--- config.mk ---
export PLATFORM = sky130hd
export DESIGN_NAME = power_window_key_and_motor_control
export DESIGN_NICKNAME = d
export VERILOG_FILES = /design/src/rtl/pwkmc_pkg.sv /design/src/rtl/pwkmc_cfg_regs.sv /design/src/rtl/pwkmc_key_scan.sv /design/src/rtl/pwkmc_motor_drv.sv /design/src/rtl/power_window_key_and_motor_control.sv
export SDC_FILE = /design/constraint.sdc
export NUM_CORES = 1
export LEC_CHECK = 0
export BUFFER_PORTS_ARGS = -buffer_cell sky130_fd_sc_hd__buf_2
export CORE_MARGIN = 2
export CORE_UTILIZATION = 50
export CTS_CLUSTER_SIZE = 14
export DETAILED_ROUTE_END_ITERATION = 6
export GPL_TIMING_DRIVEN = 0
export PLACE_DENSITY = 0.73
export SYNTH_ARGS = -nofsm -noshare
export SYNTH_HDL_FRONTEND = slang
export SYNTH_SLANG_ARGS = --single-unit
--- constraint.sdc ---
create_clock -name aclk -period 6.9 [get_ports aclk]
set_clock_uncertainty 0.1 [all_clocks]
set_input_delay 2.07 -clock aclk [delete_from_list [all_inputs] [get_ports aclk]]
set_output_delay 2.07 -clock aclk [all_outputs]
set_load 0.05 [all_outputs]
--- src/rtl/pwkmc_pkg.sv ---
// shared types and constants for the power window key and motor controller
package pwkmc_pkg;

    localparam int THR_W   = 10;
    localparam int FILT_W  = 6;
    localparam int HOLD_W  = 8;
    localparam int TICK_W  = 16;
    localparam int DEB_W   = 8;
    localparam int CMD_W   = 3;
    localparam int MOT_W   = 3;
    localparam int DRV_W   = 3;
    localparam int CFG_IDX_W  = 3;
    localparam int CFG_DATA_W = 16;

    // register indexes
    localparam logic [CFG_IDX_W-1:0] REG_DOWN_THRESHOLD  = 3'd0;
    localparam logic [CFG_IDX_W-1:0] REG_UP_THRESHOLD    = 3'd1;
    localparam logic [CFG_IDX_W-1:0] REG_FILTER_COUNT    = 3'd2;
    localparam logic [CFG_IDX_W-1:0] REG_HOLD_COUNT      = 3'd3;
    localparam logic [CFG_IDX_W-1:0] REG_AUTO_DOWN_TICKS = 3'd4;

    // register reset values
    localparam logic [THR_W-1:0]  RST_DOWN_THRESHOLD  = 10'd200;
    localparam logic [THR_W-1:0]  RST_UP_THRESHOLD    = 10'd600;
    localparam logic [FILT_W-1:0] RST_FILTER_COUNT    = 6'd5;
    localparam logic [HOLD_W-1:0] RST_HOLD_COUNT      = 8'd40;
    localparam logic [TICK_W-1:0] RST_AUTO_DOWN_TICKS = 16'd500;

    // command codes
    localparam logic [CMD_W-1:0] CMD_NONE   = 3'b000;
    localparam logic [CMD_W-1:0] CMD_UP     = 3'b001;
    localparam logic [CMD_W-1:0] CMD_MANUAL = 3'b010;
    localparam logic [CMD_W-1:0] CMD_AUTO   = 3'b100;

    // motion flag codes
    localparam logic [MOT_W-1:0] MOT_UP   = 3'b001;
    localparam logic [MOT_W-1:0] MOT_DOWN = 3'b010;
    localparam logic [MOT_W-1:0] MOT_STOP = 3'b100;

    // drive output codes
    localparam logic [DRV_W-1:0] DRV_OFF  = 3'b000;
    localparam logic [DRV_W-1:0] DRV_UP   = 3'b001;
    localparam logic [DRV_W-1:0] DRV_DOWN = 3'b010;
    localparam logic [DRV_W-1:0] DRV_BUS  = 3'b100;

    typedef struct packed {
        logic [THR_W-1:0]  down_threshold;
        logic [THR_W-1:0]  up_threshold;
        logic [FILT_W-1:0] filter_count;
        logic [HOLD_W-1:0] hold_count;
        logic [TICK_W-1:0] auto_down_ticks;
    } cfg_t;

    typedef struct packed {
        logic [DEB_W-1:0] up_debounce;
        logic [DEB_W-1:0] down_debounce;
        logic [CMD_W-1:0] command;
    } key_state_t;

    typedef struct packed {
        logic [CMD_W-1:0]  previous_command;
        logic [TICK_W-1:0] auto_down_counter;
        logic [TICK_W-1:0] run_timer;
        logic [MOT_W-1:0]  motion_state;
        logic [DRV_W-1:0]  drive_outputs;
    } drv_state_t;

endpackage

--- src/rtl/pwkmc_cfg_regs.sv ---
// configuration register file with reset defaults
module pwkmc_cfg_regs (
    input  logic                                aclk,
    input  logic                                aresetn,
    input  logic                                cfg_we,
    input  logic [pwkmc_pkg::CFG_IDX_W-1:0]     cfg_index,
    input  logic [pwkmc_pkg::CFG_DATA_W-1:0]    cfg_data,
    output pwkmc_pkg::cfg_t                     cfg
);

    pwkmc_pkg::cfg_t cfg_reg;
    pwkmc_pkg::cfg_t cfg_next;

    always_comb begin
        cfg_next = cfg_reg;
        if (cfg_we) begin
            case (cfg_index)
                pwkmc_pkg::REG_DOWN_THRESHOLD: begin
                    cfg_next.down_threshold = cfg_data[pwkmc_pkg::THR_W-1:0];
                end
                pwkmc_pkg::REG_UP_THRESHOLD: begin
                    cfg_next.up_threshold = cfg_data[pwkmc_pkg::THR_W-1:0];
                end
                pwkmc_pkg::REG_FILTER_COUNT: begin
                    cfg_next.filter_count = cfg_data[pwkmc_pkg::FILT_W-1:0];
                end
                pwkmc_pkg::REG_HOLD_COUNT: begin
                    cfg_next.hold_count = cfg_data[pwkmc_pkg::HOLD_W-1:0];
                end
                pwkmc_pkg::REG_AUTO_DOWN_TICKS: begin
                    cfg_next.auto_down_ticks = cfg_data[pwkmc_pkg::TICK_W-1:0];
                end
                default: begin
                    cfg_next = cfg_reg;
                end
            endcase
        end
    end

    always_ff @(posedge aclk) begin
        if (!aresetn) begin
            cfg_reg.down_threshold  <= pwkmc_pkg::RST_DOWN_THRESHOLD;
            cfg_reg.up_threshold    <= pwkmc_pkg::RST_UP_THRESHOLD;
            cfg_reg.filter_count    <= pwkmc_pkg::RST_FILTER_COUNT;
            cfg_reg.hold_count      <= pwkmc_pkg::RST_HOLD_COUNT;
            cfg_reg.auto_down_ticks <= pwkmc_pkg::RST_AUTO_DOWN_TICKS;
        end else begin
            cfg_reg <= cfg_next;
        end
    end

    assign cfg = cfg_reg;

endmodule

--- src/rtl/pwkmc_key_scan.sv ---
// key ladder classification and debounce
module pwkmc_key_scan #(
    parameter int SAMPLE_BITS = 10
) (
    input  logic [SAMPLE_BITS-1:0]  key_sample,
    input  logic                    key_enable,
    input  pwkmc_pkg::cfg_t         cfg,
    input  pwkmc_pkg::key_state_t   key_state,
    output pwkmc_pkg::key_state_t   key_state_next
);

    localparam int CMP_W = (SAMPLE_BITS > pwkmc_pkg::THR_W) ? SAMPLE_BITS : pwkmc_pkg::THR_W;

    logic [CMP_W-1:0]                sample_ext;
    logic [CMP_W-1:0]                down_thr_ext;
    logic [CMP_W-1:0]                up_thr_ext;
    logic [pwkmc_pkg::DEB_W-1:0]     filter_ext;
    logic                            is_down;
    logic                            is_up;

    assign sample_ext   = CMP_W'(key_sample);
    assign down_thr_ext = CMP_W'(cfg.down_threshold);
    assign up_thr_ext   = CMP_W'(cfg.up_threshold);
    assign filter_ext   = pwkmc_pkg::DEB_W'(cfg.filter_count);
    assign is_down      = sample_ext < down_thr_ext;
    assign is_up        = sample_ext < up_thr_ext;

    always_comb begin
        key_state_next = key_state;
        if (key_enable) begin
            if (is_down) begin
                if (key_state.down_debounce < filter_ext) begin
                    key_state_next.down_debounce = key_state.down_debounce + 1'b1;
                end else if (key_state.down_debounce < cfg.hold_count) begin
                    key_state_next.down_debounce = key_state.down_debounce + 1'b1;
                    key_state_next.command       = pwkmc_pkg::CMD_AUTO;
                end else begin
                    key_state_next.command = pwkmc_pkg::CMD_MANUAL;
                end
            end else if (is_up) begin
                if (key_state.up_debounce < filter_ext) begin
                    key_state_next.up_debounce = key_state.up_debounce + 1'b1;
                end else if (key_state.up_debounce == filter_ext) begin
                    key_state_next.up_debounce = key_state.up_debounce + 1'b1;
                    key_state_next.command     = key_state.command | pwkmc_pkg::CMD_UP;
                end
            end else begin
                key_state_next.up_debounce   = '0;
                key_state_next.down_debounce = '0;
                if (key_state.command != pwkmc_pkg::CMD_AUTO) begin
                    key_state_next.command = pwkmc_pkg::CMD_NONE;
                end
            end
        end
    end

endmodule

--- src/rtl/pwkmc_motor_drv.sv ---
// motor driver stage with auto-down timeout and run timer
module pwkmc_motor_drv (
    input  logic [pwkmc_pkg::CMD_W-1:0]   command_in,
    input  logic [pwkmc_pkg::TICK_W-1:0]  auto_down_ticks,
    input  pwkmc_pkg::drv_state_t         drv_state,
    output logic [pwkmc_pkg::CMD_W-1:0]   command_out,
    output pwkmc_pkg::drv_state_t         drv_state_next
);

    logic [pwkmc_pkg::TICK_W-1:0] adc_inc;
    logic [pwkmc_pkg::MOT_W-1:0]  mot_up;
    logic [pwkmc_pkg::MOT_W-1:0]  mot_down;

    assign adc_inc  = drv_state.auto_down_counter + 1'b1;
    assign mot_up   = (drv_state.motion_state | pwkmc_pkg::MOT_UP) & ~pwkmc_pkg::MOT_STOP;
    assign mot_down = (drv_state.motion_state | pwkmc_pkg::MOT_DOWN) & ~pwkmc_pkg::MOT_STOP;

    always_comb begin
        drv_state_next = drv_state;
        command_out    = command_in;

        case (command_in)
            pwkmc_pkg::CMD_MANUAL: begin
                drv_state_next.drive_outputs     = pwkmc_pkg::DRV_DOWN | pwkmc_pkg::DRV_BUS;
                drv_state_next.motion_state      = mot_down;
                drv_state_next.auto_down_counter = '0;
            end
            pwkmc_pkg::CMD_UP: begin
                drv_state_next.drive_outputs     = pwkmc_pkg::DRV_UP | pwkmc_pkg::DRV_BUS;
                drv_state_next.motion_state      = mot_up;
                drv_state_next.auto_down_counter = '0;
            end
            pwkmc_pkg::CMD_AUTO: begin
                if (adc_inc < auto_down_ticks) begin
                    drv_state_next.drive_outputs     = pwkmc_pkg::DRV_DOWN | pwkmc_pkg::DRV_BUS;
                    drv_state_next.motion_state      = mot_down;
                    drv_state_next.auto_down_counter = adc_inc;
                end else begin
                    // auto-down timed out
                    drv_state_next.drive_outputs     = pwkmc_pkg::DRV_OFF;
                    drv_state_next.motion_state      = pwkmc_pkg::MOT_STOP;
                    drv_state_next.auto_down_counter = '0;
                    command_out                      = pwkmc_pkg::CMD_NONE;
                end
            end
            default: begin
                // idle or combined codes stop the motor
                drv_state_next.drive_outputs     = pwkmc_pkg::DRV_OFF;
                drv_state_next.motion_state      = pwkmc_pkg::MOT_STOP;
                drv_state_next.auto_down_counter = '0;
            end
        endcase

        if (command_out != drv_state.previous_command) begin
            drv_state_next.previous_command = command_out;
            drv_state_next.run_timer        = auto_down_ticks;
        end

        if (drv_state_next.run_timer != '0) begin
            drv_state_next.run_timer = drv_state_next.run_timer - 1'b1;
            if (drv_state_next.run_timer == '0) begin
                drv_state_next.drive_outputs     = pwkmc_pkg::DRV_OFF;
                drv_state_next.motion_state      = pwkmc_pkg::MOT_STOP;
                drv_state_next.auto_down_counter = '0;
            end
        end
    end

endmodule

--- src/rtl/power_window_key_and_motor_control.sv ---
// power window key scanner and motor controller, top level
// path: an accepted request moves from the input register to the result register on m_valid once that slot is free
// throughput: one request per cycle unless m_ready stalls; each tick is one pass of compares and counter updates
// while a result waits on m_ready the input register takes one more request, then s_ready drops
// reset (aresetn low, synchronous): registers to defaults, key and driver state cleared
// reset also empties the pipeline; no clearing pass is needed
module power_window_key_and_motor_control #(
    parameter int SAMPLE_BITS = 10
) (
    input  logic                                aclk,
    input  logic                                aresetn,

    // configuration write port
    input  logic                                cfg_we,
    input  logic [pwkmc_pkg::CFG_IDX_W-1:0]     cfg_index,
    input  logic [pwkmc_pkg::CFG_DATA_W-1:0]    cfg_data,

    // key sample requests
    input  logic                                s_valid,
    output logic                                s_ready,
    input  logic [SAMPLE_BITS-1:0]              s_key_sample,
    input  logic                                s_key_enable,

    // drive results
    output logic                                m_valid,
    input  logic                                m_ready,
    output logic                                m_up_drive,
    output logic                                m_down_drive,
    output logic                                m_bus_drive_flag,
    output logic [pwkmc_pkg::MOT_W-1:0]         m_motion_flags,
    output logic [pwkmc_pkg::CMD_W-1:0]         m_active_command
);

    pwkmc_pkg::cfg_t cfg;

    // input register stage
    logic                      in_valid_reg;
    logic                      in_valid_next;
    logic [SAMPLE_BITS-1:0]    sample_reg;
    logic                      enable_reg;

    // persistent key and driver state
    pwkmc_pkg::key_state_t     key_state_reg;
    pwkmc_pkg::key_state_t     key_state_next;
    pwkmc_pkg::key_state_t     scan_state;
    pwkmc_pkg::drv_state_t     drv_state_reg;
    pwkmc_pkg::drv_state_t     drv_state_next;
    logic [pwkmc_pkg::CMD_W-1:0] drv_command;

    // result register
    logic                        out_valid_reg;
    logic                        out_valid_next;
    logic [pwkmc_pkg::DRV_W-1:0] out_drive_reg;
    logic [pwkmc_pkg::MOT_W-1:0] out_motion_reg;
    logic [pwkmc_pkg::CMD_W-1:0] out_command_reg;

    logic s_fire;
    logic step_fire;

    pwkmc_cfg_regs u_cfg (
        .aclk      (aclk),
        .aresetn   (aresetn),
        .cfg_we    (cfg_we),
        .cfg_index (cfg_index),
        .cfg_data  (cfg_data),
        .cfg       (cfg)
    );

    // result slot is free when empty or being drained this cycle
    assign step_fire = in_valid_reg && (!out_valid_reg || m_ready);
    // input slot takes a new request when empty or moving on to the result stage
    assign s_ready   = !in_valid_reg || step_fire;
    assign s_fire    = s_valid && s_ready;

    // key classification on the registered sample
    pwkmc_key_scan #(
        .SAMPLE_BITS (SAMPLE_BITS)
    ) u_scan (
        .key_sample     (sample_reg),
        .key_enable     (enable_reg),
        .cfg            (cfg),
        .key_state      (key_state_reg),
        .key_state_next (scan_state)
    );

    // driver stage runs every tick on the scanned command
    pwkmc_motor_drv u_drv (
        .command_in      (scan_state.command),
        .auto_down_ticks (cfg.auto_down_ticks),
        .drv_state       (drv_state_reg),
        .command_out     (drv_command),
        .drv_state_next  (drv_state_next)
    );

    // driver may clear the command on auto-down timeout
    always_comb begin
        key_state_next         = scan_state;
        key_state_next.command = drv_command;
    end

    always_comb begin
        in_valid_next = in_valid_reg;
        if (s_fire) begin
            in_valid_next = 1'b1;
        end else if (step_fire) begin
            in_valid_next = 1'b0;
        end
    end

    always_comb begin
        out_valid_next = out_valid_reg;
        if (step_fire) begin
            out_valid_next = 1'b1;
        end else if (m_ready) begin
            out_valid_next = 1'b0;
        end
    end

    // control state
    always_ff @(posedge aclk) begin
        if (!aresetn) begin
            in_valid_reg  <= 1'b0;
            out_valid_reg <= 1'b0;
            key_state_reg <= '0;
            drv_state_reg <= '0;
        end else begin
            in_valid_reg  <= in_valid_next;
            out_valid_reg <= out_valid_next;
            if (step_fire) begin
                key_state_reg <= key_state_next;
                drv_state_reg <= drv_state_next;
            end
        end
    end

    // payload registers
    always_ff @(posedge aclk) begin
        if (s_fire) begin
            sample_reg <= s_key_sample;
            enable_reg <= s_key_enable;
        end
        if (step_fire) begin
            out_drive_reg   <= drv_state_next.drive_outputs;
            out_motion_reg  <= drv_state_next.motion_state;
            out_command_reg <= drv_command;
        end
    end

    assign m_valid          = out_valid_reg;
    assign m_up_drive       = out_drive_reg[0];
    assign m_down_drive     = out_drive_reg[1];
    assign m_bus_drive_flag = out_drive_reg[2];
    assign m_motion_flags   = out_motion_reg;
    assign m_active_command = out_command_reg;

`ifndef SYNTH
    // the relays are never driven both ways
    assert property (@(posedge aclk) disable iff (!aresetn)
        m_valid |-> !(m_up_drive && m_down_drive))
        else $error("up and down drive both on");

    // bus flag follows motor activity
    assert property (@(posedge aclk) disable iff (!aresetn)
        m_valid |-> (m_bus_drive_flag == (m_up_drive || m_down_drive)))
        else $error("bus flag does not match drive");

    // stopped flag set exactly when the motor is off
    assert property (@(posedge aclk) disable iff (!aresetn)
        m_valid |-> (m_motion_flags[2] == !(m_up_drive || m_down_drive)))
        else $error("stop flag inconsistent with drive");

    // a held result is not overwritten while the input stage waits
    assert property (@(posedge aclk) disable iff (!aresetn)
        (m_valid && !m_ready) |=> (m_valid && $stable(out_drive_reg)
            && $stable(out_motion_reg) && $stable(out_command_reg)))
        else $error("held result changed");
`endif

endmodule

==> impl_results.md <==
* Status: finished, final reports clean
* Clock power frac at 41.6%
* Mapped Area at 7650 µm²
* Post-layout min period at 6.47 ns
* CTS tree: built
* Placed Cells at 1,152
* Overflow after GRT at 0
* CP Launch Type: register
* Clock Root Buffer: clkbuf_16
* Layout Cells excl Fill at 1,189
* Post-synth cell types at 87
* Warnings from Yosys at 0
* Critical R2R Capture: m_motion_flags[0]
* DIE AREA at 16,300 µm²
* Total number of vias at 6,749
* Fin nets at 1,080
* RR Startpoint: drv_state_reg[22]
* Combinational power share at 20.9%
* Crit path kind: register to register
* Num rows at 45
* Die width at 128 µm
* Pre-CTS setup slack at -0.102 ns
* Port buffer count at 45
* Worst reg-to-reg path cell count at 28
* RSZ-0062 raised after global routing: false
* Max FFs per register at 50
* Area Growth Syn to Fin at 15.4%
* Fin area at 8830 µm²
* CTS hold repair buffers at 0
* Final Util at 58.5%
* Die Y at 128 µm
* Worst Path Required at 6.98 ns
* Switching pwr at 0.654 mW
* Core Area at 15,100 µm²
* Slowest cell on crit path: dfxtp_1
* Synth Area in Compound Gates at 16.4%
* Sequential area share after synthesis at 36.1%
* Post-synthesis mux area share at 3.42%
* Clk_lat worst skew at 0.43 ns
* Hold endpoint: u_cfg.cfg[18]
* Clock tree buffer depth at 2
* Max VDD drop at 182 µV
* Final setup vio count at 0
* Post-synthesis register bit count at 128
* First-pass GRT wire length at 31,100 µm
* Hold Crit Class: register to register
* I/O pin cnt at 46
* Post-synthesis xor/xnor area fraction at 4.79%
* Internal at 1.53 mW
* Routed Wire Length at 19,000 µm
* HP Start: u_cfg.cfg[18]
* Crit. End Element: register
* Routed vias/inst at 5.68
* Crit path max fanout at 10
* Gp weighted congestion at 0.875
* Max incr delay on CP at 0.41 ns
* CTS Buf Count at 17
* Worst-path clk slew at 0.06 ns
* Initial drt markers at 579
* Max-slew violations at 0
* Routed Antenna Nets at 0
* Synthesized netlist cell count at 919
* Post-Syn Nets at 1,011
* Largest family of logic cells by synthesized area: simple AND/OR/NAND/NOR gates
* Dpl cell area at 8110 µm²
* Tcrit/Tclk final at 93.8%
* Least-Margin Pin Slew at 1.33 ns
* Number of synthesized flops with an enable pin at 20
* Largest net degree at the start of global routing at 19
* Sequential share of power at 37.5%
* Layout cells sized above 1 at 13.7%
* Hold Crit Depth at 2
* Detailed Place HPWL at 13,900 µm
* Drc violations at 0
* WL per Instance at 16.0 µm
* Total of max-cap violations at 0
* Number of H-tree levels at 4
* Avg Inst Size Synth at 8.33 µm²
* Synth Area in Adders at 9.32%
* First drt pass iteration count at 5
* Starting Density at 50.7%
* Minimum hold slack at 0.352 ns
* Fin. Hold Viols at 0
* Leakage power at 3.64 nW
* Fmax at 155 MHz
* TritonCTS Sinks at 128
* Final setup margin at 0.431 ns
* Switch share at 30.0%
* Power per cell area at 247 nW/µm²
* Asr flop ratio synth at 0%
* Post-synth top flop: dfxtp_1
* Fraction of the mapped netlist area in simple logic gates at 24.5%
* Slew headroom at 10.8%
* Total track usage at 24.3%
* WP data arrival at 6.55 ns
* Initial antenna violation count at 0
* Ant diodes at 0
* Vias in the first global route at 6,289
* R2R setup slack at 0.43 ns
[per-layer routing]
layer,vias up,GRT usage [%],wire [µm]
li1,3385,-,-
met1,3106,32.6,8840
met2,220,38.7,8550
met3,38,4.67,1230
met4,0,9.50,429
met5,-,0,0
[metrics by stage]
step,power [mW],TNS [ns]
finish,2.18,0
detailed placement,1.27,-0.200
global route,2.27,0
global placement,1.26,-0.0604
CTS,2.18,0
floorplan,1.16,0
[worst max-delay path by stage]
stage / start / end / cells after the start
final: drv_state_reg[22] / m_motion_flags[0] / 28
after global routing: drv_state_reg[22] / out_drive_reg[2] / 27
after CTS: drv_state_reg[22] / m_motion_flags[0] / 28
after detailed placement: drv_state_reg[22] / m_motion_flags[0] / 29
after global placement: drv_state_reg[22] / m_motion_flags[0] / 29
after floorplan: drv_state_reg[22] / m_motion_flags[0] / 28
[final cells by class]
type / instances / area [µm²]
Sequential cell: 128 / 2760
Fill cell: 1324 / 6260
Inverter: 59 / 221
Clock buffer: 20 / 467
Tap cell: 188 / 235
Buffer: 32 / 204
Multi-Input combinational cell: 700 / 4540
Clock inverter: 12 / 133
Timing Repair Buffer: 50 / 263
[logic make-up after synthesis]
family | Yosys count
AO/OA/AOI/OAI | 184
AND/OR/NAND/NOR | 393
multiplexers | 25
adder cells (fa/ha/maj) | 57
XOR/XNOR | 41
flip-flops | 128
buffers and inverters | 91
[critical path: cells and delay by family, from the launching register on]
kind / cells / cell delay [ns]
multiplexers: 3 / 0.82
flip-flops: 1 / 0.41
adder cells (fa/ha/maj): 2 / 0.55
AND/OR/NAND/NOR: 10 / 1.93
buffers and inverters: 3 / 0.63
AO/OA/AOI/OAI: 9 / 1.60
XOR/XNOR: 1 / 0.16
[power by group through the flow]
stage          sequential (mW)  combinational (mW)  clock [mW]
4_1_cts                  0.816               0.442       0.918
3_5_place_dp             0.831               0.435           0
2_1_floorplan            0.837               0.326           0
5_1_grt                  0.821               0.502       0.945
3_3_place_gp             0.831               0.429           0
6_report                 0.817               0.457       0.906
[cell usage after synthesis (3+ instances only)]
cell	count	share of area [%]
a2111o_1	3	0.44
a211oi_1	6	0.59
a21o_1	9	0.88
a21oi_1	72	4.7
a31oi_1	6	0.49
and2_1	6	0.49
and3_1	15	1.2
buf_4	4	0.39
clkbuf_1	21	1.0
dfxtp_1	108	28
edfxtp_1	20	7.8
ha_1	57	9.3
inv_1	57	2.8
mux2i_1	22	2.9
nand2_1	168	8.2
nand2b_1	3	0.25
nand3_1	36	2.4
nand4_1	14	1.1
nor2_1	60	2.9
nor2b_1	19	1.6
nor3_1	23	1.5
nor4_1	10	0.82
nor4b_1	4	0.46
o2111ai_1	4	0.46
o211ai_1	19	1.9
o21ai_0	15	0.98
o21ai_1	12	0.78
o221ai_1	6	0.69
o31ai_1	3	0.29
or2_2	7	0.57
or3_1	5	0.41
or4_1	3	0.29
xnor2_1	27	3.1
xor2_1	13	1.5
[cells in the final DEF (no fill, tap or decap), types with 4 or more instances in the layout]
| cell | n |
|---|---|
| o21ai_1 | 13 |
| clkbuf_8 | 5 |
| xnor2_1 | 26 |
| edfxtp_1 | 20 |
| o221ai_1 | 6 |
| nor4_1 | 9 |
| a21o_1 | 9 |
| and3_1 | 15 |
| ha_1 | 56 |
| clkbuf_1 | 20 |
| clkinv_4 | 5 |
| nand3_1 | 36 |
| nor3_1 | 22 |
| nor2b_1 | 19 |
| a211oi_1 | 6 |
| buf_4 | 8 |
| a21oi_1 | 72 |
| nand2_1 | 167 |
| o21ai_0 | 14 |
| buf_2 | 46 |
| xor2_1 | 13 |
| or2_2 | 7 |
| inv_1 | 57 |
| clkinv_2 | 4 |
| nor2_1 | 59 |
| a31oi_1 | 6 |
| o2111ai_1 | 4 |
| and2_1 | 6 |
| dfxtp_1 | 108 |
| or3_1 | 5 |
| o211ai_1 | 19 |
| clkbuf_16 | 17 |
| mux2i_1 | 18 |
| nand4_1 | 14 |
[repair_timing]
action                     4_1_cts  5_1_grt
buffers inserted                 0        5
pin swaps                        0        5
resized for setup                4       15
setup endpoints to repair       13       24
(Power assumes the default switching activity.)
